$ cat src/rtl/rrps_pkg.sv
// ============================================================================
// rrps_pkg: shared definitions for the round-robin process scheduler
// Widths, list depth, request codes, controller states and the command and
// status bundles that pass between the controller and the datapath.
// ============================================================================
package rrps_pkg;

    // Number of list entries and task numbers the scheduler can track.
    localparam int MAX_TASKS = 16;
    localparam int IDX_W     = $clog2(MAX_TASKS);
    localparam int CNT_W     = $clog2(MAX_TASKS + 1);
    localparam int TASK_W    = 4;
    localparam int KIND_W    = 3;
    localparam int SLICE_W   = 16;

    localparam logic [SLICE_W-1:0] SLICE_RESET = SLICE_W'(100);
    localparam logic [SLICE_W-1:0] SLICE_MAX   = {SLICE_W{1'b1}};
    localparam logic [TASK_W:0]    TASK_LIMIT  = (TASK_W + 1)'(MAX_TASKS);
    localparam logic [CNT_W-1:0]   LIST_FULL   = CNT_W'(MAX_TASKS);

    typedef enum logic [KIND_W-1:0] {
        KIND_ADD     = 3'd0,
        KIND_REMOVE  = 3'd1,
        KIND_BLOCK   = 3'd2,
        KIND_UNBLOCK = 3'd3,
        KIND_TICK    = 3'd4,
        KIND_SCHED   = 3'd5
    } kind_t;

    typedef enum logic [1:0] {
        ST_IDLE,
        ST_SCAN,
        ST_APPLY,
        ST_DONE
    } state_t;

    // Commands from the controller to the datapath.
    typedef struct packed {
        logic load;
        logic scan_step;
        logic apply;
    } ctl_cmd_t;

    // Status from the datapath to the controller.
    typedef struct packed {
        logic scan_needed;
        logic scan_last;
    } dp_stat_t;

endpackage

$ cat src/rtl/rrps_ctrl.sv
// ============================================================================
// rrps_ctrl: request sequencer
// Steps each accepted item through list scan, update and result cycles.
// ============================================================================
module rrps_ctrl
    import rrps_pkg::*;
(
    input  logic     clk,
    input  logic     rst_n,
    input  logic     start,
    input  dp_stat_t stat,
    output ctl_cmd_t cmd,
    output logic     busy,
    output logic     done
);

    state_t state_reg;
    state_t state_next;

    always_ff @(posedge clk or negedge rst_n)
    begin
        if (!rst_n)
        begin
            state_reg <= ST_IDLE;
        end
        else
        begin
            state_reg <= state_next;
        end
    end

    always_comb
    begin
        state_next    = state_reg;
        cmd           = '0;
        busy          = 1'b1;
        done          = 1'b0;
        unique case (state_reg)
            ST_IDLE:
            begin
                busy = 1'b0;
                if (start)
                begin
                    cmd.load   = 1'b1;
                    state_next = ST_SCAN;
                end
            end
            ST_SCAN:
            begin
                // Requests that do not look a task up go straight to the update.
                if (!stat.scan_needed)
                begin
                    state_next = ST_APPLY;
                end
                else
                begin
                    cmd.scan_step = 1'b1;
                    if (stat.scan_last)
                    begin
                        state_next = ST_APPLY;
                    end
                end
            end
            ST_APPLY:
            begin
                cmd.apply  = 1'b1;
                state_next = ST_DONE;
            end
            ST_DONE:
            begin
                done       = 1'b1;
                state_next = ST_IDLE;
            end
            default:
            begin
                state_next = ST_IDLE;
            end
        endcase
    end

endmodule

$ cat src/rtl/rrps_datapath.sv
// ============================================================================
// rrps_datapath: task lists, running task and slice counter
// Holds the ready and blocked lists, scans them one entry a cycle and
// applies each request to the lists in the update cycle.
// ============================================================================
module rrps_datapath
    import rrps_pkg::*;
(
    input  logic                clk,
    input  logic                rst_n,
    input  ctl_cmd_t            cmd,
    output dp_stat_t            stat,
    input  logic [KIND_W-1:0]   kind,
    input  logic [TASK_W-1:0]   task_id,
    input  logic                cfg_we,
    input  logic [SLICE_W-1:0]  cfg_data,
    output logic                status,
    output logic                running_valid,
    output logic [TASK_W-1:0]   running_id,
    output logic [CNT_W-1:0]    ready_total,
    output logic [CNT_W-1:0]    blocked_total
);

    // Request latched at accept.
    logic [KIND_W-1:0]  kind_reg;
    logic [TASK_W-1:0]  id_reg;

    // Lists and scheduler state.
    logic [TASK_W-1:0]  ready_reg   [MAX_TASKS];
    logic [TASK_W-1:0]  ready_next  [MAX_TASKS];
    logic [TASK_W-1:0]  blocked_reg [MAX_TASKS];
    logic [TASK_W-1:0]  blocked_next[MAX_TASKS];
    logic [CNT_W-1:0]   ready_cnt_reg,   ready_cnt_next;
    logic [CNT_W-1:0]   blocked_cnt_reg, blocked_cnt_next;
    logic               run_flag_reg,  run_flag_next;
    logic [TASK_W-1:0]  run_task_reg,  run_task_next;
    logic [SLICE_W-1:0] slice_cnt_reg, slice_cnt_next;
    logic [SLICE_W-1:0] slice_len_reg;
    logic               status_reg,    status_next;

    // Scan state.
    logic [IDX_W-1:0]   idx_reg;
    logic               found_r_reg, found_b_reg;
    logic [IDX_W-1:0]   pos_r_reg,   pos_b_reg;
    logic               hit_r, hit_b;
    logic [CNT_W-1:0]   idx_ext;
    logic [CNT_W-1:0]   idx_plus;

    // Schedule helper values.
    logic [TASK_W-1:0]  rot     [MAX_TASKS];
    logic               put_back;
    logic [CNT_W-1:0]   rot_cnt;
    logic [SLICE_W-1:0] slice_inc;
    logic               do_sched;
    logic               id_bad;

    assign idx_ext  = CNT_W'(idx_reg);
    assign idx_plus = idx_ext + CNT_W'(1);
    assign hit_r    = (idx_ext < ready_cnt_reg)   && (ready_reg[idx_reg]   == id_reg);
    assign hit_b    = (idx_ext < blocked_cnt_reg) && (blocked_reg[idx_reg] == id_reg);
    assign id_bad   = ({1'b0, id_reg} >= TASK_LIMIT);

    always_comb
    begin
        stat.scan_last = (idx_reg == IDX_W'(MAX_TASKS - 1)) ||
                         ((idx_plus >= ready_cnt_reg) && (idx_plus >= blocked_cnt_reg));
        unique case (kind_reg) inside
            KIND_ADD, KIND_REMOVE, KIND_UNBLOCK: stat.scan_needed = 1'b1;
            default:                             stat.scan_needed = 1'b0;
        endcase
    end

    always_ff @(posedge clk or negedge rst_n)
    begin
        if (!rst_n)
        begin
            slice_len_reg <= SLICE_RESET;
        end
        else if (cfg_we)
        begin
            slice_len_reg <= cfg_data;
        end
    end

    // Request capture and sequential lookup.
    always_ff @(posedge clk)
    begin
        if (cmd.load)
        begin
            kind_reg    <= kind;
            id_reg      <= task_id;
            idx_reg     <= '0;
            found_r_reg <= 1'b0;
            found_b_reg <= 1'b0;
        end
        else if (cmd.scan_step)
        begin
            if (hit_r && !found_r_reg)
            begin
                found_r_reg <= 1'b1;
                pos_r_reg   <= idx_reg;
            end
            if (hit_b && !found_b_reg)
            begin
                found_b_reg <= 1'b1;
                pos_b_reg   <= idx_reg;
            end
            if (!stat.scan_last)
            begin
                idx_reg <= idx_reg + IDX_W'(1);
            end
        end
    end

    // Rotation used by scheduling: the running task goes to the back of the
    // ready list, then the front entry is taken.
    always_comb
    begin
        put_back = run_flag_reg && (ready_cnt_reg < LIST_FULL);
        rot_cnt  = ready_cnt_reg + CNT_W'(put_back);
        for (int j = 0; j < MAX_TASKS; j++)
        begin
            rot[j] = (put_back && (CNT_W'(j) == ready_cnt_reg)) ? run_task_reg : ready_reg[j];
        end
        slice_inc = (slice_cnt_reg == SLICE_MAX) ? slice_cnt_reg
                                                 : slice_cnt_reg + SLICE_W'(1);
    end

    always_comb
    begin
        ready_next       = ready_reg;
        blocked_next     = blocked_reg;
        ready_cnt_next   = ready_cnt_reg;
        blocked_cnt_next = blocked_cnt_reg;
        run_flag_next    = run_flag_reg;
        run_task_next    = run_task_reg;
        slice_cnt_next   = slice_cnt_reg;
        status_next      = 1'b0;
        do_sched         = 1'b0;

        case (kind_reg)
            KIND_ADD:
            begin
                if (id_bad || (run_flag_reg && (run_task_reg == id_reg)) ||
                    found_r_reg || found_b_reg)
                begin
                    status_next = 1'b1;
                end
                else if (ready_cnt_reg < LIST_FULL)
                begin
                    for (int j = 1; j < MAX_TASKS; j++)
                    begin
                        ready_next[j] = ready_reg[j-1];
                    end
                    ready_next[0]  = id_reg;
                    ready_cnt_next = ready_cnt_reg + CNT_W'(1);
                end
            end
            KIND_REMOVE:
            begin
                if (id_bad)
                begin
                    status_next = 1'b1;
                end
                else if (found_r_reg)
                begin
                    for (int j = 0; j < MAX_TASKS - 1; j++)
                    begin
                        if (j >= int'(pos_r_reg))
                        begin
                            ready_next[j] = ready_reg[j+1];
                        end
                    end
                    ready_cnt_next = ready_cnt_reg - CNT_W'(1);
                end
                else if (found_b_reg)
                begin
                    for (int j = 0; j < MAX_TASKS - 1; j++)
                    begin
                        if (j >= int'(pos_b_reg))
                        begin
                            blocked_next[j] = blocked_reg[j+1];
                        end
                    end
                    blocked_cnt_next = blocked_cnt_reg - CNT_W'(1);
                end
                else
                begin
                    status_next = 1'b1;
                end
            end
            KIND_BLOCK:
            begin
                if (!run_flag_reg)
                begin
                    status_next = 1'b1;
                end
                else
                begin
                    if (blocked_cnt_reg < LIST_FULL)
                    begin
                        for (int j = 1; j < MAX_TASKS; j++)
                        begin
                            blocked_next[j] = blocked_reg[j-1];
                        end
                        blocked_next[0]  = run_task_reg;
                        blocked_cnt_next = blocked_cnt_reg + CNT_W'(1);
                    end
                    run_flag_next  = 1'b0;
                    run_task_next  = '0;
                    slice_cnt_next = '0;
                end
            end
            KIND_UNBLOCK:
            begin
                if (id_bad || !found_b_reg)
                begin
                    status_next = 1'b1;
                end
                else
                begin
                    for (int j = 0; j < MAX_TASKS - 1; j++)
                    begin
                        if (j >= int'(pos_b_reg))
                        begin
                            blocked_next[j] = blocked_reg[j+1];
                        end
                    end
                    blocked_cnt_next = blocked_cnt_reg - CNT_W'(1);
                    if (ready_cnt_reg < LIST_FULL)
                    begin
                        for (int j = 1; j < MAX_TASKS; j++)
                        begin
                            ready_next[j] = ready_reg[j-1];
                        end
                        ready_next[0]  = id_reg;
                        ready_cnt_next = ready_cnt_reg + CNT_W'(1);
                    end
                end
            end
            KIND_TICK:
            begin
                if (!run_flag_reg || (slice_inc >= slice_len_reg))
                begin
                    do_sched = 1'b1;
                end
                else
                begin
                    slice_cnt_next = slice_inc;
                end
            end
            KIND_SCHED:
            begin
                do_sched = 1'b1;
            end
            default:
            begin
                status_next = 1'b1;
            end
        endcase

        if (do_sched)
        begin
            slice_cnt_next = '0;
            if (rot_cnt != '0)
            begin
                run_flag_next = 1'b1;
                run_task_next = rot[0];
                for (int j = 0; j < MAX_TASKS - 1; j++)
                begin
                    ready_next[j] = rot[j+1];
                end
                ready_cnt_next = rot_cnt - CNT_W'(1);
            end
            else
            begin
                run_flag_next = 1'b0;
                run_task_next = '0;
            end
        end
    end

    // List storage has no reset: only entries below the counts are read.
    always_ff @(posedge clk)
    begin
        if (cmd.apply)
        begin
            ready_reg   <= ready_next;
            blocked_reg <= blocked_next;
            status_reg  <= status_next;
        end
    end

    always_ff @(posedge clk or negedge rst_n)
    begin
        if (!rst_n)
        begin
            ready_cnt_reg   <= '0;
            blocked_cnt_reg <= '0;
            run_flag_reg    <= 1'b0;
            run_task_reg    <= '0;
            slice_cnt_reg   <= '0;
        end
        else if (cmd.apply)
        begin
            ready_cnt_reg   <= ready_cnt_next;
            blocked_cnt_reg <= blocked_cnt_next;
            run_flag_reg    <= run_flag_next;
            run_task_reg    <= run_task_next;
            slice_cnt_reg   <= slice_cnt_next;
        end
    end

    assign status        = status_reg;
    assign running_valid = run_flag_reg;
    assign running_id    = run_task_reg;
    assign ready_total   = ready_cnt_reg;
    assign blocked_total = blocked_cnt_reg;

endmodule

$ cat src/rtl/round_robin_process_scheduler_core.sv
// ============================================================================
// round_robin_process_scheduler_core: round-robin scheduler with time slice
// Tracks a ready list, a blocked list and one running task, and answers
// every request item with a status and a snapshot of the scheduler state.
// ============================================================================
// An item is accepted on a rising edge with start high and busy low, and
// busy stays high until its result has been shown. The result appears on
// status, running_valid, running_id, ready_total and blocked_total for
// exactly one cycle, marked by done; the receiver cannot stall, so capture
// it in that cycle. Block, tick, schedule-next and unused request codes
// need no lookup and pass from the scan state straight to update and
// result. Add, remove and unblock look the task up by walking the ready
// and blocked lists side by side, one entry per cycle, over the larger
// of the two list lengths (at least one, at most sixteen entries). An
// item holds the block until its result is shown, and the next item can
// be accepted in the cycle after done. The user must write the slice
// length register through cfg_we and cfg_data only while the block is
// idle; the block itself does not enforce this. It resets to 100 ticks.
// ============================================================================
module round_robin_process_scheduler_core
    import rrps_pkg::*;
(
    input  logic                clk,
    input  logic                rst_n,
    input  logic                start,
    output logic                busy,
    input  logic [KIND_W-1:0]   kind,
    input  logic [TASK_W-1:0]   task_id,
    input  logic                cfg_we,
    input  logic [SLICE_W-1:0]  cfg_data,
    output logic                done,
    output logic                status,
    output logic                running_valid,
    output logic [TASK_W-1:0]   running_id,
    output logic [CNT_W-1:0]    ready_total,
    output logic [CNT_W-1:0]    blocked_total
);

    ctl_cmd_t cmd;
    dp_stat_t stat;

    // The controller sequences each item through lookup, update and result.
    rrps_ctrl u_ctrl (
        .clk   (clk),
        .rst_n (rst_n),
        .start (start),
        .stat  (stat),
        .cmd   (cmd),
        .busy  (busy),
        .done  (done)
    );

    // The datapath owns the lists, the running task and the slice counter.
    // Its result registers change only in the update cycle, so they hold
    // steady while done is high.
    rrps_datapath u_dp (
        .clk           (clk),
        .rst_n         (rst_n),
        .cmd           (cmd),
        .stat          (stat),
        .kind          (kind),
        .task_id       (task_id),
        .cfg_we        (cfg_we),
        .cfg_data      (cfg_data),
        .status        (status),
        .running_valid (running_valid),
        .running_id    (running_id),
        .ready_total   (ready_total),
        .blocked_total (blocked_total)
    );

endmodule

$ cat config.mk
export PLATFORM = sky130hd
export DESIGN_NAME = round_robin_process_scheduler_core
export DESIGN_NICKNAME = d
export VERILOG_FILES = /design/src/rtl/rrps_pkg.sv /design/src/rtl/rrps_ctrl.sv /design/src/rtl/rrps_datapath.sv /design/src/rtl/round_robin_process_scheduler_core.sv
export SDC_FILE = /design/constraint.sdc
export NUM_CORES = 1
export LEC_CHECK = 0
export ABC_AREA = 1
export ABC_CLOCK_PERIOD_IN_PS = 9100
export BUFFER_PORTS_ARGS = -buffer_cell sky130_fd_sc_hd__buf_2
export CORE_MARGIN = 4
export CORE_UTILIZATION = 55
export DETAILED_ROUTE_END_ITERATION = 6
export PLACE_DENSITY = 0.8
export SETUP_SLACK_MARGIN = 0.1
export SLEW_MARGIN = 5
export SYNTH_ARGS = -nofsm -noshare
export SYNTH_HDL_FRONTEND = slang
export SYNTH_SLANG_ARGS = --single-unit
$ cat constraint.sdc
create_clock -name clk -period 9.1 [get_ports clk]
set_clock_uncertainty 0.05 [all_clocks]
set_input_delay 0.455 -clock clk [delete_from_list [all_inputs] [get_ports clk]]
set_output_delay 0.455 -clock clk [all_outputs]
set_load 0.05 [all_outputs]
Yosys cells after proc, flatten, opt, wreduce, memory -nomap -nowiden
Cells that the tools add are included.
{ "op_classes": {"bitwise_logic": 3, "n_lt_le_gt_ge": 38, "n_reduce_logical": 53, "addsub": 9, "n_mux": 108, "n_eq_ne": 38} }
{ "ops": {"columns": ["cell", "count"], "rows": [
  ["case mux 60 bit (3 select lines)", 2],
  ["2-to-1 mux 64 bit", 5],
  ["2-to-1 mux 60 bit", 5],
  ["2-to-1 mux 4 bit", 54],
  ["2-to-1 mux 16 bit", 4],
  [">= comparator 4 bit, first input constant", 14],
  ["2-to-1 mux 5 bit", 10],
  ["== test 4 x 5 -> 1 bit, first input constant", 8],
  ["binary-select mux 4 bit (select 4 bit)", 2],
  [">= comparator 3 x 4 -> 1 bit, first input constant", 8],
  ["case mux 16 bit (2 select lines)", 1],
  ["case mux 5 bit (3 select lines)", 2],
  ["logical AND 1 bit", 23],
  ["== test 3 x 5 -> 1 bit, first input constant", 4],
  ["adder 16 x 1 -> 16 bit, second input constant", 1],
  ["== test 16 bit, second input constant", 1],
  [">= comparator 1 x 4 -> 1 bit, first input constant", 4],
  [">= comparator 16 bit", 1],
  [">= comparator 2 x 4 -> 1 bit, first input constant", 4],
  ["2-to-1 mux 1 bit", 16],
  ["AND reduction 4 bit", 4],
  ["subtractor 5 x 1 -> 5 bit, second input constant", 3],
  ["== test 4 bit", 3],
  ["adder 5 x 1 -> 5 bit, second input constant", 2],
  ["other kinds (40)", 68]
]} }
{ "totals": {"out_inout_bits": 18, "register_bits": 199} }

Longest topological paths before layout
Gate-level depths: netlist of the first run.
{ "depth": {"ltp_word": 8, "ltp_mapped": 24, "depth_no_buf": 23} }

Modules after synthesis
From an unflattened synthesis of the first run, not the netlist that was laid out.
{ "hier_totals": {"cells_unflattened": 2089, "area_unflattened_um2": 15224.6} }
{ "modules_own_cells": {"columns": ["module", "area_each_um2", "cells_each", "instances"], "rows": [
  ["rrps_datapath", 15019.4, 2061, 1],
  ["rrps_ctrl", 205.2, 28, 1]
]} }

Least setup slack after synthesis of the first run
No wires, ideal clock.
{ "synth_timing": {"path_type": "reg2reg", "start": "register u_ctrl.state_reg[0]", "end": "register u_dp.blocked_reg[28] (netlist name) (enable)", "slack_ns": 5.096, "period_less_slack_ns": 4.004, "n_path_buf": 1, "t_required_ns": 8.671, "arrival_ns": 3.575, "path_stages_with_launch": 10, "path_cell_list": "dfrtp_1 inv_1 ha_1 inv_1 nor2_1 nand3_1 nor2_1 nand2_1 buf_2 o41ai_1"} }
{ "synth_via": {"elab_chain_len": 3} }
{ "synth_rtl": {"columns": ["item", "line", "rtl"], "rows": [
  ["start: declaration", "rrps_ctrl.sv:17", "state_t state_reg;"],
  ["start signal: assignment", "rrps_ctrl.sv:28", "state_reg <= state_next;"],
  ["== test 2 bit", "rrps_ctrl.sv:38", "unique case (state_reg)"],
  ["2-to-1 mux 1 bit", "rrps_ctrl.sv:38", null],
  ["AND reduction 5 bit (no line)", null, null],
  ["end signal: assignment", "rrps_datapath.sv:289", "blocked_reg <= blocked_next;"],
  ["end: declaration", "rrps_datapath.sv:31", "logic [TASK_W-1:0] blocked_reg [MAX_TASKS];"]
]} }
Every way passes these cells.
A chain may end at the register's enable or synchronous reset.

==> summary.md, run 1 <==
| Metric | Value |
|---|---|
| Outcome | complete, no violations |
| Starting density of the core | 56.2% |
| Post-route setup slack | 4.61 ns |
| Power spent charging and discharging nets | 2880 uW |
| Final-report setup violation count | 0 |
| Length of the first detailed-routing pass in iterations | 6 |
| Via count normalized by instance count | 6.10 |
| Sequential-to-total area share from yosys stat | 33.9% |
| Count of cell types in the netlist | 50 |
| Core area | 29,800 um2 |
| Path category of the worst min-delay check | in -> async |
| Critical Path Sink Type | flop |
| Buffers inserted during post-CTS setup optimization | 0 |
| Kind of start point of the critical path | flop |
| Dominant cells by area after synthesis | sky130_fd_sc_hd__edfxtp_1 (26%), sky130_fd_sc_hd__nand2_1 (14%), sky130_fd_sc_hd__o21ai_0 (8.5%) |
| Sum Neg Setup Slack | 0 ns |
| Vertical die dimension | 182 um |
| HPWL after detailed placement | 33.3 mm |
| Final clock period utilization by the worst path | 49.4% |
| Clock tree from TritonCTS | done |
| Initial antenna violation count | 0 |
| Share of power burned in registers | 29.5% |
| Width of the chip | 182 um |
| Initial drt markers | 2,381 |
| End-of-flow core utilization | 59.0% |
| Peak VDD IR | 375 uV |
| Cell at the root of the clock tree | sky130_fd_sc_hd__clkbuf_16 |
| Cell type with the highest aggregate area in the netlist | sky130_fd_sc_hd__edfxtp_1 |
| Post-route antenna net violation count | 0 |
| Family of cells with the greatest summed delay on the critical path | simple AND/OR/NAND/NOR gates |
| Post-layout minimum cycle time | 4.49 ns |
| Unrepaired setup endpoints after global routing | no |
| Total count of hold-check failures in the final report | 0 |
| Gp weighted congestion | 0.948 |
| Final Routed Wirelength | 51.6 mm |
| Cell area after technology mapping | 16,700 um2 |
| Via count of the first global-routing pass | 16.1k |
| Overall fraction of global-route tracks in use | 30.6% |
| Most common library cell in the layout ignoring fill and taps | sky130_fd_sc_hd__nand2_1 |
| Post-synthesis instance total | 2,505 |
| Gate power share | 55.2% |
| Count of hold-fix buffers inserted at cts | 0 |
| Number of buffer and inverter instances along the worst setup path | 3 |
| Final antenna diode count | 0 |
| DP Worst Slack | 4.71 ns |
| Worst reg2reg path depth | 22 |
| Chain of cells forming the critical path | ha_1 -> nand3_1 -> inv_1 -> nand3_1 -> nor2_1 -> nand2_1 -> nand2_1 -> xor2_1 -> inv_1 -> ha_1 -> nand2_1 -> nor2_1 -> and2_1 -> nor2_1 -> nand2_1 -> nand2_1 -> nand2_2 -> nand3_4 -> buf_4 -> o21ai_0 -> nor2_1 -> nor2_1 |
| Top library cells by usage in the layout, fill and taps aside | sky130_fd_sc_hd__nand2_1 (637), sky130_fd_sc_hd__nor2_1 (302), sky130_fd_sc_hd__inv_1 (284) |
| Final max-slew violation count | 0 |
| Worst Tran Pin Value | 1.14 ns |
| Headroom to the max-slew limit | 23.9% |
| Total instance count after detailed placement | 2,821 |
| Routed wire length per instance | 18.1 um |
| Cell count along the critical path | 22 |
| Largest net degree at the start of global routing | 109 |
| Count of instances resized after the clock tree is built | 0 |
| Number of top-level design ports | 45 |
| Total number of vias | 17.4k |
| Total of warnings raised by yosys | 0 |
| Remaining Overflow, GRT | 0 |
| Arrival @ worst endpoint | 4.65 ns |
| Number of DRC violations after detailed routing | 0 |
| CP max-delay cell | sky130_fd_sc_hd__buf_4 |
| Layout net count | 2,531 |
| Fin cells | 2,853 |
| Number of sinks driven by the clock tree | 199 |
| Area share of the largest cell type after synthesis | 25.8% |
| Post-synthesis average cell area | 6.68 um2 |
| Proportion of layout cells with a drive suffix above 1 | 5.85% |
| Row Count | 63 |
| Reg clk slew, reported paths | 0.08 ns |
| Int Power | 2620 uW |
| Max-Cap Viols | 0 |
| Global-route wire length before repair | 83.3 mm |
| Required time at the endpoint of the critical path | 9.26 ns |
| Synth-to-layout area growth | 4.95% |
| # H-tree levels | 4 |
| Full die area | 33,300 um2 |
| Synthesized Nets | 2,586 |
| Leakage power summed over all cells | 0.00778 uW |
| Maximum single-stage delay on the critical path | 0.84 ns |
| Number of buffers added by the clock tree synthesis step | 17 |
| Clock network latency to the later pin of the worst-skew pair | 0.46 ns |
| IO Port Bufs | 44 |
| Number of synthesized register bits | 199 |
| Max Fanout on Critical Path | 108 |
| CTS max path bufs | 2 |
| Switching Share | 52.4% |
| Achievable clock frequency | 223 MHz |
| Total power per unit cell area | 313 nW/um2 |
| Critical path start-end classification | reg -> reg |
| Portion of total power attributed to the clock network | 15.3% |
## area by class of cell
type | instances | area (um2)
sequential | 199 | 5680
fill | 2785 | 12200
multi-input combinational | 1869 | 9270
tap | 390 | 488
timing repair buffer | 63 | 363
clock buffer | 19 | 454
inverter | 300 | 1130
clock inverter | 13 | 181
## through the flow
step	total power (uW)	hold slack [ns]	instance area (um2)
6_report	5500	0.0413	17600
5_1_grt	5910	0.100	17600
4_1_cts	5410	0.0797	17600
3_5_place_dp	4570	0.423	16900
3_3_place_gp	4460	0.409	16900
2_1_floorplan	3830	0.109	16700
## kinds of logic after synthesis
| kind of cell | share of synthesized area, % |
|---|---|
| adder cells (fa/ha/maj) | 4.08 |
| AND/OR/NAND/NOR | 28.1 |
| buffers and inverters | 10.9 |
| flip-flops | 33.9 |
| multiplexers | 0.0673 |
| AO/OA/AOI/OAI | 21.9 |
| XOR/XNOR | 1.09 |
## final timing paths
path,end,slack (ns),startpoint
max in group asynchronous,u_dp.ready_total[4],8.49,rst_n
min,u_dp.ready_total[4],0.04,rst_n
min in group clk,u_dp.id_reg[3],0.12,task_id[3]
max reg2reg,u_dp.ready_reg[5],4.61,u_dp.slice_cnt_reg[0]
max,u_dp.ready_reg[5],4.61,u_dp.slice_cnt_reg[0]
min reg2reg,u_dp.blocked_reg[1],0.45,u_dp.blocked_reg[5]
## metal layers
metal / up-vias / routed length (um) / GRT usage (%)
met1: 7887 / 20800 / 41.9
met4: 0 / 1770 / 11.6
met5: - / 0 / 0
met3: 166 / 5790 / 4.76
met2: 1060 / 23300 / 49.0
li1: 8290 / - / -
## cells in the mapped netlist (all sizes together)
cell	instances
a211oi	5
a21oi	109
a22oi	1
a31oi	5
and2	1
and3	1
buf	79
clkbuf	58
clkinv	5
dfrtp	46
dfstp	3
dfxtp	6
edfxtp	144
fa	1
ha	53
inv	295
mux2	1
nand2	643
nand3	151
nand4	23
nor2	313
nor3	18
o2111ai	1
o211ai	101
o21a	5
o21ai	321
o21bai	20
o22ai	70
o31ai	2
o32ai	1
o41ai	1
or2	2
xnor2	4
xor2	16
## power by group through the flow
stage               logic (uW)  clock network [uW]  registers (uW)
floorplan                 2270                   0            1550
global placement          2840                   0            1620
detailed placement        2940                   0            1620
CTS                       2960                 841            1600
global route              3380                 882            1650
finish                    3030                 842            1620
(Power assumes the default switching activity.)
==> run 2, diff against run 1 <==
ABC_CLOCK_PERIOD_IN_PS = 4500   (was 9100)
clock period = 4.5 ns   (was 9.1 ns; I/O delays follow)
==> summary.md, run 2 (same netlist as run 1, synthesis figures left out) <==
| Metric | Value |
|---|---|
| Post-route setup slack | 0.593 ns |
| Setup slack of the worst register-to-register path | 0.59 ns |
| Buffers inserted during post-CTS setup optimization | 0 |
| Worst reg2reg path depth | 22 |
| Worst Tran Pin Value | 1.08 ns |
| Row Count | 63 |
| DP Worst Slack | 0.655 ns |
| IO Port Bufs | 44 |
| Sink of the worst hold path | u_ctrl.state_reg[1] |
| Final Routed Wirelength | 52.1 mm |
| Cell depth of the worst hold path | 4 |
| Unrepaired setup endpoints after global routing | no |
| Global-route wire length before repair | 84.6 mm |
| Reg clk slew, reported paths | 0.08 ns |
| Peak VDD IR | 661 uV |
| Largest net degree at the start of global routing | 99 |
| Sum of routed wire segments on met1 | 20.9 mm |
| Launch point of the worst hold path | start |
| Critical path start-end classification | reg -> reg |
| Max-Cap Viols | 0 |
| Int Power | 5310 uW |
| Source of the worst register-to-register timing path | u_dp.slice_cnt_reg[0] |
| End-of-flow core utilization | 59.9% |
| Critical Path Sink Type | flop |
| Remaining Overflow, GRT | 0 |
| Power spent charging and discharging nets | 5840 uW |
| Routed wl met2 | 24.1 mm |
| Switching Share | 52.4% |
| Full die area | 33,300 um2 |
| Path category of the worst min-delay check | in -> reg |
| Initial drt markers | 2,226 |
| Highest metal layer used by the detailed router | met4 |
| CTS max path bufs | 2 |
| Leakage power summed over all cells | 0.00791 uW |
| Arrival @ worst endpoint | 4.06 ns |
| Proportion of layout cells with a drive suffix above 1 | 6.13% |
| # H-tree levels | 4 |
| HPWL after detailed placement | 33.9 mm |
| Final max-slew violation count | 0 |
| Final-report setup violation count | 0 |
| Post-route antenna net violation count | 0 |
| Number of sinks driven by the clock tree | 199 |
| Achievable clock frequency | 256 MHz |
| Gp weighted congestion | 0.965 |
| Headroom to the max-slew limit | 27.8% |
| Width of the chip | 182 um |
| Sum Neg Setup Slack | 0 ns |
| Initial antenna violation count | 0 |
| Terminus of the critical flop-to-flop path | u_dp.ready_reg[7] |
| Portion of total power attributed to the clock network | 14.6% |
| Kind of start point of the critical path | flop |
| Gate power share | 56.9% |
| Cell at the root of the clock tree | sky130_fd_sc_hd__clkbuf_16 |
| Number of buffers added by the clock tree synthesis step | 17 |
| Overall fraction of global-route tracks in use | 31.0% |
| Count of instances resized after the clock tree is built | 0 |
| Number of DRC violations after detailed routing | 2 |
| Length of the first detailed-routing pass in iterations | 7 |
| Total power per unit cell area | 625 nW/um2 |
| Most common library cell in the layout ignoring fill and taps | sky130_fd_sc_hd__nand2_1 |
| Share of power burned in registers | 28.5% |
| Max Fanout on Critical Path | 63 |
| Layout net count | 2,565 |
| Starting density of the core | 56.2% |
| Via count of the first global-routing pass | 16.6k |
| Via count normalized by instance count | 6.06 |
| Routed wire length per instance | 18.0 um |
| Vertical die dimension | 182 um |
| Total number of vias | 17.5k |
| Outcome | finished, violations left |
| Core area | 29,800 um2 |
| Number of top-level design ports | 45 |
| Top library cells by usage in the layout, fill and taps aside | sky130_fd_sc_hd__nand2_1 (637), sky130_fd_sc_hd__nor2_1 (302), sky130_fd_sc_hd__inv_1 (284) |
| Violations in the final reports | DRC |
| Clock tree from TritonCTS | done |
| Met3 wire length | 5.50 mm |
| Synth-to-layout area growth | 6.65% |
| Fillcell total | 2,734 |
| Post-layout minimum cycle time | 3.91 ns |
| Final antenna diode count | 0 |
| Total count of hold-check failures in the final report | 0 |
| Final clock period utilization by the worst path | 86.8% |
| Clock network latency to the later pin of the worst-skew pair | 0.46 ns |
| Required time at the endpoint of the critical path | 4.65 ns |
## run 2: cell count changes in the layout (fill, tap and decap cells not counted)
cell                            delta
sky130_fd_sc_hd__dlygate4sd3_1    +24
sky130_fd_sc_hd__buf_4             +9
sky130_fd_sc_hd__clkinv_2          +3
sky130_fd_sc_hd__clkinv_1          +2
sky130_fd_sc_hd__clkinv_8          -2
sky130_fd_sc_hd__inv_4             -2
sky130_fd_sc_hd__buf_12            +1
sky130_fd_sc_hd__clkbuf_1          -1
sky130_fd_sc_hd__clkbuf_16         -1
sky130_fd_sc_hd__clkinv_4          -1
sky130_fd_sc_hd__clkinvlp_2        +1
sky130_fd_sc_hd__clkinvlp_4        +1
sky130_fd_sc_hd__inv_2             -1
sky130_fd_sc_hd__inv_6             +1
## run 2: repair_timing
action                                  4_1_cts  5_1_grt
endpoints found under the setup margin        0        0
endpoints found under the hold margin        69        0
hold buffers                                 24        0
## run 2: power groups by stage
stage	logic, uW	clock network [uW]	registers (uW)
3_5_place_dp	6140	0	3180
5_1_grt	7040	1700	3230
3_3_place_gp	5960	0	3170
6_report	6350	1630	3180
4_1_cts	6190	1620	3150
2_1_floorplan	4600	0	3140
## run 2: worst max-delay path: stages (launching register included)
cell and delay (ns):
sky130_fd_sc_hd__dfrtp_1 0.42, sky130_fd_sc_hd__ha_1 0.19, sky130_fd_sc_hd__nand3_1 0.13, sky130_fd_sc_hd__inv_1 0.14, sky130_fd_sc_hd__nand3_1 0.13, sky130_fd_sc_hd__nor2_1 0.16, sky130_fd_sc_hd__nand2_1 0.13, sky130_fd_sc_hd__nand2_1 0.10
sky130_fd_sc_hd__xor2_1 0.19, sky130_fd_sc_hd__inv_1 0.06, sky130_fd_sc_hd__ha_1 0.27, sky130_fd_sc_hd__nand2_1 0.08, sky130_fd_sc_hd__nor2_1 0.05, sky130_fd_sc_hd__and2_1 0.14, sky130_fd_sc_hd__nor2_1 0.08, sky130_fd_sc_hd__nand2_1 0.08
sky130_fd_sc_hd__nand2_1 0.08, sky130_fd_sc_hd__nand2_2 0.11, sky130_fd_sc_hd__nand3_4 0.37, sky130_fd_sc_hd__buf_12 0.33, sky130_fd_sc_hd__o21ai_0 0.15, sky130_fd_sc_hd__nor2_1 0.13, sky130_fd_sc_hd__nor2_1 0.05
## run 2: worst max path at each step
stage / to / slack, ns / cells past startpoint / startpoint
global route: u_dp.ready_reg[7] / 0.22 / 22 / u_dp.slice_cnt_reg[0]
floorplan: u_dp.blocked_reg[28] / 0.50 / 9 / u_ctrl.state_reg[0]
CTS: u_dp.ready_reg[7] / 0.63 / 22 / u_dp.slice_cnt_reg[0]
global placement: u_dp.ready_reg[17] / 0.79 / 22 / u_dp.slice_cnt_reg[0]
finish: u_dp.ready_reg[7] / 0.59 / 22 / u_dp.slice_cnt_reg[0]
detailed placement: u_dp.ready_reg[7] / 0.65 / 22 / u_dp.slice_cnt_reg[0]
## run 2: layout make-up
type	count	area [um2]	area share [%]
Multi-Input combinational cell	1869	9270	51.9
Clock inverter	15	168	0.939
Timing Repair Buffer	97	691	3.87
Inverter	300	1130	6.32
Sequential cell	199	5680	31.8
Tap cell	390	488	2.73
Clock buffer	17	425	2.38
## run 2: metal layers
layer / up-vias / track usage [%]
li1: 8327 / -
met1: 7991 / 41.1
met2: 1028 / 51.2
met3: 152 / 5.04
met4: 0 / 11.4
met5: - / 0
## run 2: through the flow
stage                     std cells  cell area, um2  hold slack, ns  total power (uW)
after floorplan                2505           16700          -0.121              7740
after global placement         2831           17000           0.318              9130
after detailed placement       2831           17000           0.326              9330
after CTS                      2887           17900           0.101             11000
after global routing           2887           17900           0.144             12000
final                          2887           17900          0.0985             11200
